[src/hdl/iplpm_pkg.sv]
// ----------------------------------------------------------------------------
// iplpm_pkg
// Shared types, codes and helpers for the IPv4 longest-prefix route table.
// ----------------------------------------------------------------------------
package iplpm_pkg;

   localparam int ADDR_W  = 32;
   localparam int IFACE_W = 4;
   localparam int LEN_W   = 6;
   localparam int RIDX_W  = 4;
   localparam int SLOT_W  = 8;

   typedef enum logic [1:0] {
      ACT_ADD    = 2'd0,
      ACT_LOOKUP = 2'd1,
      ACT_CLEAR  = 2'd2,
      ACT_NONE   = 2'd3
   } action_type;

   typedef enum logic [1:0] {
      ST_OK      = 2'd0,
      ST_FULL    = 2'd1,
      ST_NOROUTE = 2'd2,
      ST_UNUSED  = 2'd3
   } status_type;

   // Request token that walks down the cell row, one cell per cycle.
   typedef struct packed {
      logic                 active;
      action_type           action;
      logic [ADDR_W-1:0]    addr;
      logic [ADDR_W-1:0]    mask;
      logic [ADDR_W-1:0]    gateway;
      logic [IFACE_W-1:0]   iface;
      logic [LEN_W-1:0]     mask_len;
      logic                 hit;
      logic [LEN_W-1:0]     best_len;
      logic [SLOT_W-1:0]    best_idx;
      logic [ADDR_W-1:0]    best_gw;
      logic [IFACE_W-1:0]   best_iface;
   } token_type;

   function automatic logic [2:0] nibble_ones(input logic [3:0] v);
      logic [2:0] n;
      n = 3'(v[0]) + 3'(v[1]) + 3'(v[2]) + 3'(v[3]);
      return n;
   endfunction

   function automatic logic [LEN_W-1:0] ones_count(input logic [ADDR_W-1:0] v);
      logic [LEN_W-1:0] n;
      n = '0;
      for (int k = 0; k < ADDR_W / 4; k++) begin
         n = n + LEN_W'(nibble_ones(v[k*4 +: 4]));
      end
      return n;
   endfunction

endpackage

[src/hdl/iplpm_cell.sv]
// ----------------------------------------------------------------------------
// iplpm_cell
// One route slot. Holds an entry and updates the passing request token.
// ----------------------------------------------------------------------------
module iplpm_cell
   import iplpm_pkg::*;
#(
   parameter int CELL_INDEX = 0
) (
   input  logic      clock,
   input  logic      reset,
   input  token_type tok_i,
   output token_type tok_o
);

   logic                valid_ff, valid_in;
   logic [ADDR_W-1:0]   net_ff;
   logic [ADDR_W-1:0]   mask_ff;
   logic [ADDR_W-1:0]   gw_ff;
   logic [IFACE_W-1:0]  iface_ff;
   logic [LEN_W-1:0]    len_ff;
   logic                wr_en;
   token_type           tok_ff, tok_in;

   always_comb begin
      tok_in   = tok_i;
      valid_in = valid_ff;
      wr_en    = 1'b0;
      if (tok_i.active) begin
         case (tok_i.action)
            ACT_ADD: begin
               if (!valid_ff && !tok_i.hit) begin
                  wr_en           = 1'b1;
                  valid_in        = 1'b1;
                  tok_in.hit      = 1'b1;
                  tok_in.best_idx = SLOT_W'(CELL_INDEX);
               end
            end
            ACT_LOOKUP: begin
               if (valid_ff && ((tok_i.addr & mask_ff) == net_ff) &&
                   (!tok_i.hit || (len_ff > tok_i.best_len))) begin
                  tok_in.hit        = 1'b1;
                  tok_in.best_len   = len_ff;
                  tok_in.best_idx   = SLOT_W'(CELL_INDEX);
                  tok_in.best_gw    = gw_ff;
                  tok_in.best_iface = iface_ff;
               end
            end
            ACT_CLEAR: begin
               valid_in = 1'b0;
            end
            default: begin
            end
         endcase
      end
   end

   always_ff @(posedge clock) begin
      if (reset) begin
         valid_ff <= 1'b0;
      end else begin
         valid_ff <= valid_in;
      end
   end

   always_ff @(posedge clock) begin
      if (wr_en) begin
         net_ff   <= tok_i.addr & tok_i.mask;
         mask_ff  <= tok_i.mask;
         gw_ff    <= tok_i.gateway;
         iface_ff <= tok_i.iface;
         len_ff   <= tok_i.mask_len;
      end
   end

   always_ff @(posedge clock) begin
      if (reset) begin
         tok_ff <= '0;
      end else begin
         tok_ff <= tok_in;
      end
   end

   assign tok_o = tok_ff;

endmodule

[config.mk]
export PLATFORM = sky130hd
export DESIGN_NAME = iplpm_cell
export DESIGN_NICKNAME = d
export VERILOG_FILES = /design/src/hdl/iplpm_pkg.sv /design/src/hdl/iplpm_cell.sv
export SDC_FILE = /design/constraint.sdc
export NUM_CORES = 1
export LEC_CHECK = 0
export ABC_AREA = 1
export BUFFER_PORTS_ARGS = -buffer_cell sky130_fd_sc_hd__buf_2
export CORE_AREA = 2 2 131 158
export DETAILED_ROUTE_END_ITERATION = 8
export DIE_AREA = 0 0 133 160
export PLACE_DENSITY = 0.76
export SLEW_MARGIN = 15
export SYNTH_ARGS = -nofsm -noshare
export SYNTH_HDL_FRONTEND = slang
export SYNTH_SLANG_ARGS = --single-unit
[constraint.sdc]
create_clock -name clock -period 12.2 [get_ports clock]
set_input_delay 2.44 -clock clock [delete_from_list [all_inputs] [get_ports clock]]
set_output_delay 2.44 -clock clock [all_outputs]
set_load 0.02 [all_outputs]
# --- After elaboration in Yosys (flattened, before gate mapping) ---
# Index checks and enable logic that the tools add are counted.
totals:
  inputBits: 162
  latchBits: 0
  ram_bits: 0
  word_cells: 47
  rom_bits: 0
  n_memories: 0
  output_inout_bits: 160
  regBits: 267
op_classes:
  n_eq_ne: 4
  div_mod_pow: 0
  n_reduce_logical: 9
  order_cmp: 1
  add_sub_neg: 0
  shifts: 0
  n_bitwise: 2
  mul: 0
  n_mux: 13
ops:
  columns: ["op", "count"]
  rows:
  - ["$mux W51", 2]
  - ["$and A32 B32 Y32", 2]
  - ["$mux W36", 1]
  - ["$eq A32 B32 Y1", 1]
  - ["$pmux W8 S2", 1]
  - ["$mux W8", 1]
  - ["$gt A6 B6 Y1", 1]
  - ["$mux W6", 1]
  - ["$mux W1", 5]
  - ["$pmux W1 S2", 2]
  - ["$logic_and A1 B1 Y1", 3]
  - ["$reduce_and A3 Y1", 1]
  - ["$eq A2 B1 Y1 const B", 1]
  - ["$eq A2 B2 Y1 const B", 1]
  - ["$logic_not A1 Y1", 2]
  - ["$logic_not A2 Y1", 1]
  - ["$ne A2 B2 Y1 const B", 1]
  - ["$reduce_bool A2 Y1", 1]
  - ["$logic_or A1 B1 Y1", 1]

# --- Logic depth before layout (Yosys ltp) ---
# Gate-level depths: netlist (run 1).
logic_depth:
  word_depth: 7
  depth_mapped: 13
  ltp_nobuf: 12

# --- Worst setup path before layout (run 1) ---
# No wires, ideal clock.
synth_timing:
  path_type: "in2reg"
  start: "input port tok_i[159] (netlist name)"
  end: "register gw_ff[0] (enable)"
  path_buffers: 0
  path_stages: 4
  path_slack_ns: 1.599
  arrival_time_ns: 9.896
  setup_ns: 0.704
  required_ns: 11.496
  path_cell_list: "inv_1 -> nor2_1 -> inv_1 -> nor3_1"
synth_via:
  elab_chain_cells: 1
synth_rtl:
  columns: ["element", "line", "source"]
  rows:
  - ["start: declaration", "iplpm_cell.sv:12", "input token_type tok_i,"]
  - ["$mux W1", "iplpm_cell.sv:29", "if (tok_i.active) begin"]
  - ["via wr_en", "iplpm_cell.sv:22", "logic wr_en;"]
  - ["end signal: assignment", "iplpm_cell.sv:70", "gw_ff <= tok_i.gateway;"]
  - ["end: declaration", "iplpm_cell.sv:19", "logic [ADDR_W-1:0] gw_ff;"]
# The timed path passes the listed nets, and every way through them passes these cells.
# A chain may end at the register's enable or synchronous reset.

# --- Worst setup path in the final report (run 1) ---
layout_timing:
  start: "input port tok_i[159] (netlist name)"
  end: "register gw_ff[26] (enable)"
# The elaborated chain is that of the path after synthesis.

==> results of run 1 <==
sequential cells by signal (all words and copies together) (netlist names):
signal,flops
iface_ff,4
len_ff,6
gw_ff,32
valid_ff,1
mask_ff,32
net_ff,32
tok_o,160
placed cells by master, fill, tap and decap left out, types with 7 or more instances in the layout:
| cell | n |
|---|---|
| buf_2 | 320 |
| nand2_1 | 245 |
| nor2_1 | 229 |
| inv_1 | 217 |
| dfxtp_1 | 161 |
| edfxtp_1 | 106 |
| nand3_1 | 30 |
| clkbuf_16 | 27 |
| a21oi_1 | 15 |
| nand3b_1 | 7 |
| clkbuf_1 | 7 |
power groups by stage:
stage | Combinational, uW | Clock (uW) | Sequential [uW]
2_1_floorplan | 53.7 | 0 | 1030
3_3_place_gp | 167 | 0 | 991
3_5_place_dp | 171 | 0 | 992
4_1_cts | 172 | 764 | 973
5_1_grt | 188 | 795 | 975
6_report | 170 | 744 | 973
worst max-delay path, cell delays in order:
cell and delay [ps]:
buf_2 80, inv_1 90, nor2_1 140, inv_1 90
nor3_2 120, buf_4 410, buf_4 810
stage by stage:
stage          power [uW]   util  std cells  instance area, um^2
6_report             1890  0.619       1677                12300
5_1_grt              1960  0.619       1677                12300
4_1_cts              1910  0.619       1677                12300
3_5_place_dp         1160  0.579       1633                11500
3_3_place_gp         1160  0.579       1633                11500
2_1_floorplan        1080      -       1067                 9680
cell type report:
| type | instances | area (um^2) |
|---|---|---|
| Clock buffer | 38 | 757 |
| Clock inverter | 6 | 31.3 |
| Fill cell | 1639 | 7590 |
| Inverter | 219 | 822 |
| Multi-Input combinational cell | 556 | 2320 |
| Sequential cell | 267 | 6410 |
| Tap cell | 265 | 332 |
| Timing Repair Buffer | 326 | 1650 |
metal layers:
| metal | wire length, um | GRT usage |
|---|---|---|
| met1 | 9110 | 0.241 |
| met2 | 12300 | 0.407 |
| met3 | 1660 | 0.0479 |
| met4 | 685 | 0.0714 |
| met5 | 13 | 0 |
kinds of logic after synthesis:
family                     share of synthesized area
adders and majority gates                    0.00775
buffers and inverters                         0.0997
DFF                                            0.661
and+or+nand+nor                                0.216
xor gates and xnor gates                     0.00181
AOI/OAI and AO/OA                             0.0132
worst paths after layout:
| kind | slack, ps | cells after the start | end |
|---|---|---|---|
| hold / removal | 470 | 2 | tok_o[29]$_SDFF_PP0_ |
| hold reg to reg | 470 | 2 | tok_o[29]$_SDFF_PP0_ |
| setup reg to reg | 9730 | 5 | gw_ff[26]$_DFFE_PP_ |
| setup / recovery | 8040 | 7 | gw_ff[26]$_DFFE_PP_ |
==> flow_summary.ini, run 1 <==
[setup_path]
critPathRequiredTime_ps = 12330
path_max_fanout = 77
start_kind = input pin
crit_type = input pin to register
startpoint = tok_i[159]
regToRegStartpoint = valid_ff$_SDFFE_PP0P_
arrival_ps = 4290
end_kind = register

[cts]
clk_pin_slew_ps = 60
clock-sinks = 267
cts_setup_buffers = 0
cts_tree = done
numCtsBuffers = 25
cts_resized = 0
cts_buffer_depth = 3
clk_latency_ps = 510
ctsHoldBuffers = 0
cts_root_buf = clkbuf_16
htreeDepth = 1

[placement]
dpl_worst_slack_ps = 7560
place_congestion = 0.833
portBuffers = 321
dp_hpwl_um = 17300

[logic_synthesis]
yosysSeqAreaShare = 0.661
syn_inst = 1067
ys_top_cells_by_area = dfxtp_1 (33%), edfxtp_1 (33%), nand2_1 (9.5%)
yosysUniqueCellTypes = 28
netlist_top_cells_count = nand2_1 (245), nor2_1 (229), inv_1 (217)
yosysMostFrequentCell = nand2_1
synth_async_sr_flop_share = 0
synth_nets = 1235
syn_area_um2 = 9680
syn_avg_cell_area_um2 = 9.08
yosys_warnings = 0
yosys.area.top_type_share = 0.333
synth_ff_type = dfxtp_1
ys_ff_latch = 267
synth_edf_count = 106
yosysTopAreaCell = dfxtp_1

[sta]
tightest_slew_ps = 1000
drv_slew = 0
fin_crit_sh = 0.341
hold_ws_ps = 473
hold_viol = 0
fin_ws_ps = 8040
finalSetupViolations = 0
fin_setup_tns_ps = 0
skew_ps = 15.1
fmax_ghz = 0.241
slew_headroom = 0.334
period_minus_slack_ps = 4160
rsz0062_at_grt = false

[pwr]
switching_power_uw = 438
p_comb_frac = 0.090
leakage_uw = 0.00674
vdd_drop_max_mv = 0.113
p_int_uw = 1450
power.density_nw_per_um2 = 153
power_frac_seq = 0.515
clkPwrFrac = 0.394
p_sw_frac = 0.232

[drt]
wirelength_um = 23700
drt_iter0_markers = 353
vias = 7642
firstDrtPassIters = 4
avgViaCountPerCell = 4.56
wire_per_inst_um = 14.2
ant_nets = 0
drc_errors = 0

[global_routing]
grt_overflow_total = 0
grt_max_degree = 78
antenna_found_initial = 1
grt_pass1_wl_um = 36500
grt_use_total = 0.217
grt_pass1_vias = 7334

[floorplanning]
rows = 57
die_w_um = 133
start_util = 0.487
placeableCoreArea_um2 = 19900
die_h_um = 160
ioPinCount = 322
die_area_um2 = 21300

[cells_and_area]
final_nets = 1563
synthToLayoutAreaGrowth_pct = 27.1
diodes = 0
drive_gt1_frac = 0.263

[hold_path]
hp-class = register to register
holdCritStartpoint = gw_ff[25]$_DFFE_PP_

[job]
maxCapViolations = 0

[outcome]
status = finished, final reports clean
(Power assumes the default switching activity.)
==> run 2, diff against run 1 <==
==> constraint.sdc (replaced) <==
create_clock -name clock -period 4.35 [get_ports clock]
set_input_delay 0.87 -clock clock [delete_from_list [all_inputs] [get_ports clock]]
set_output_delay 0.87 -clock clock [all_outputs]
set_load 0.02 [all_outputs]
==> run 2 against run 1 <==
Combinational power rose to 2.8 times the previous value. Wire length rose by 0.88%. Critical path type unchanged. Critical path depth rose by 6. Largest power group unchanged. Clock power rose to 3.0 times the previous value. Cell area rose by 0.93%. Critical endpoint is now tok_o[0]$_SDFF_PP0_. Non-clock buffer count rose by 1. Sequential cell count did not move. Die area did not move. Via count rose by 0.27%. Global-route usage rose by 0.27 points.
==> flow_summary.ini, run 2 (synthesis gave the netlist of run 1 again) <==
[cells_and_area]
final_common_cell = buf_2
mostFrequentLayoutCells = buf_2 (320), nand2_1 (245), nor2_1 (229)
drive_gt1_frac = 0.266
post-route-util = 0.625
largest_register_ffs = 160
synthToLayoutAreaGrowth_pct = 28.3
diodes = 0
final_nets = 1565
fillerInstances = 1633
fin_area_um2 = 12400

[sta]
drv_slew = 0
finalSetupViolations = 0
fin_crit_sh = 0.575
hold_viol = 0
period_minus_slack_ps = 2500
skew_ps = 13.0
fin_setup_tns_ps = 0
tightest_slew_ps = 748
slew_headroom = 0.501
rsz0062_at_grt = false
fmax_ghz = 0.400

[cts]
clk_pin_slew_ps = 60
cts_tree = done
cts_root_buf = clkbuf_16
clk_latency_ps = 520
numCtsBuffers = 26
cts_setup_buffers = 0
ctsHoldBuffers = 0
cts_buffer_depth = 3
cts_resized = 0
htreeDepth = 1
clock-sinks = 267

[drt]
avgViaCountPerCell = 4.56
ant_nets = 0
wirelength_um = 23900
vias = 7663
wire_per_inst_um = 14.2
firstDrtPassIters = 5
drc_errors = 0
drt_iter0_markers = 347

[hold_path]
hp-class = register to register
holdCritStartpoint = gw_ff[25]$_DFFE_PP_
hold_path_end = tok_o[29]$_SDFF_PP0_
hold_depth = 2

[job]
maxCapViolations = 0

[pwr]
p_comb_frac = 0.088
vdd_drop_max_mv = 0.406
clkPwrFrac = 0.413
p_int_uw = 4210
power.density_nw_per_um2 = 440
leakage_uw = 0.00680
p_sw_frac = 0.230
switching_power_uw = 1260
power_frac_seq = 0.499

[setup_path]
critPathSlowestCell = nand4_4
crit_family = simple AND/OR/NAND/NOR gates
r2r_slack_ps = 1920
regToRegStartpoint = len_ff[5]$_DFFE_PP_
slowest_delay_ps = 590
start_kind = input pin
cp_common_cell = nand2_1
end_kind = register
crit_type = input pin to register
r2r-end = tok_o[0]$_SDFF_PP0_
critPathRequiredTime_ps = 4800
rr_worst_depth = 11
path_buf_inv = 2
path_max_fanout = 42
arrival_ps = 2950
cp_cell_sequence = buf_2 -> inv_1 -> ha_1 -> nand2_1 -> nor2_1 -> o21ai_1 -> o211ai_1 -> nand2_1 -> nand2_1 -> nand4_4 -> nand2_1 -> nand2_1 -> nor2_1

[floorplanning]
die_w_um = 133
die_area_um2 = 21300
die_h_um = 160
rows = 57
placeableCoreArea_um2 = 19900
start_util = 0.487
ioPinCount = 322

[placement]
placed_area_um2 = 11500
portBuffers = 321
place_congestion = 0.821
dp_hpwl_um = 17300

[global_routing]
antenna_found_initial = 1
grt_use_total = 0.219
grt_pass1_vias = 7559
grt_pass1_wl_um = 36900
grt_overflow_total = 0
grt_max_degree = 69

[outcome]
status = finished, final reports clean
## run 2: changes by cell type in the layout (fill, tap and decap cells not counted)
cell / before / now
clkbuf_16: 27 / 31
clkbuf_1: 7 / 5
buf_4: 6 / 7
clkinv_4: 0 / 1
nor3_2: 1 / 0
nor3_4: 1 / 2
## run 2: final cells by class
| cell class | count | area [um^2] | share of cell area |
|---|---|---|---|
| multi-input combinational | 556 | 2320 | 0.187 |
| timing repair buffer | 327 | 1650 | 0.133 |
| inverter | 219 | 822 | 0.0661 |
| sequential | 267 | 6410 | 0.516 |
| clock inverter | 7 | 40.0 | 0.00322 |
| clock buffer | 40 | 850 | 0.0684 |
| tap | 265 | 332 | 0.0267 |
## run 2: worst reg2reg max path, delay by kind of cell (launching register included)
kind	cells	cell delay (ps)
flip-flops	1	390
adder cells (fa/ha/maj)	1	300
AND/OR/NAND/NOR	8	1510
AO/OA/AOI/OAI	2	160
## run 2: metal layers
metal | routed length (um) | vias to the layer above | track usage | share of wire
li1 | - | 3841 | - | -
met1 | 9080 | 3468 | 0.242 | 0.38
met2 | 12100 | 291 | 0.403 | 0.50
met3 | 1910 | 61 | 0.0543 | 0.080
met4 | 884 | 2 | 0.0875 | 0.037
met5 | 14 | - | 0 | 0.00058
## run 2: how the worst max path moves through the flow
stage | start | to | cells after the start
2_1_floorplan | tok_i[159] | gw_ff[0]$_DFFE_PP_ | 4
3_3_place_gp | tok_i[49] | tok_o[49]$_SDFF_PP0_ | 13
3_5_place_dp | tok_i[49] | tok_o[12]$_SDFF_PP0_ | 13
4_1_cts | tok_i[49] | tok_o[0]$_SDFF_PP0_ | 13
5_1_grt | tok_i[49] | tok_o[0]$_SDFF_PP0_ | 13
6_report | tok_i[49] | tok_o[0]$_SDFF_PP0_ | 13
## run 2: power by group through the flow
| stage | registers (uW) | logic (uW) | clock network, uW |
|---|---|---|---|
| 5_1_grt | 2740 | 528 | 2410 |
| 4_1_cts | 2730 | 485 | 2310 |
| 2_1_floorplan | 2890 | 151 | 0 |
| 6_report | 2730 | 480 | 2260 |
| 3_3_place_gp | 2780 | 470 | 0 |
| 3_5_place_dp | 2780 | 481 | 0 |
## run 2: per-stage QoR
step / hold slack (ps) / setup slack (ps) / instances / power (uW)
5_1_grt: 497 / 1640 / 1681 / 5680
3_3_place_gp: 450 / 1400 / 1634 / 3250
2_1_floorplan: 447 / 249 / 1067 / 3040
6_report: 472 / 1850 / 1681 / 5470
4_1_cts: 478 / 1820 / 1681 / 5520
3_5_place_dp: 461 / 1310 / 1634 / 3260
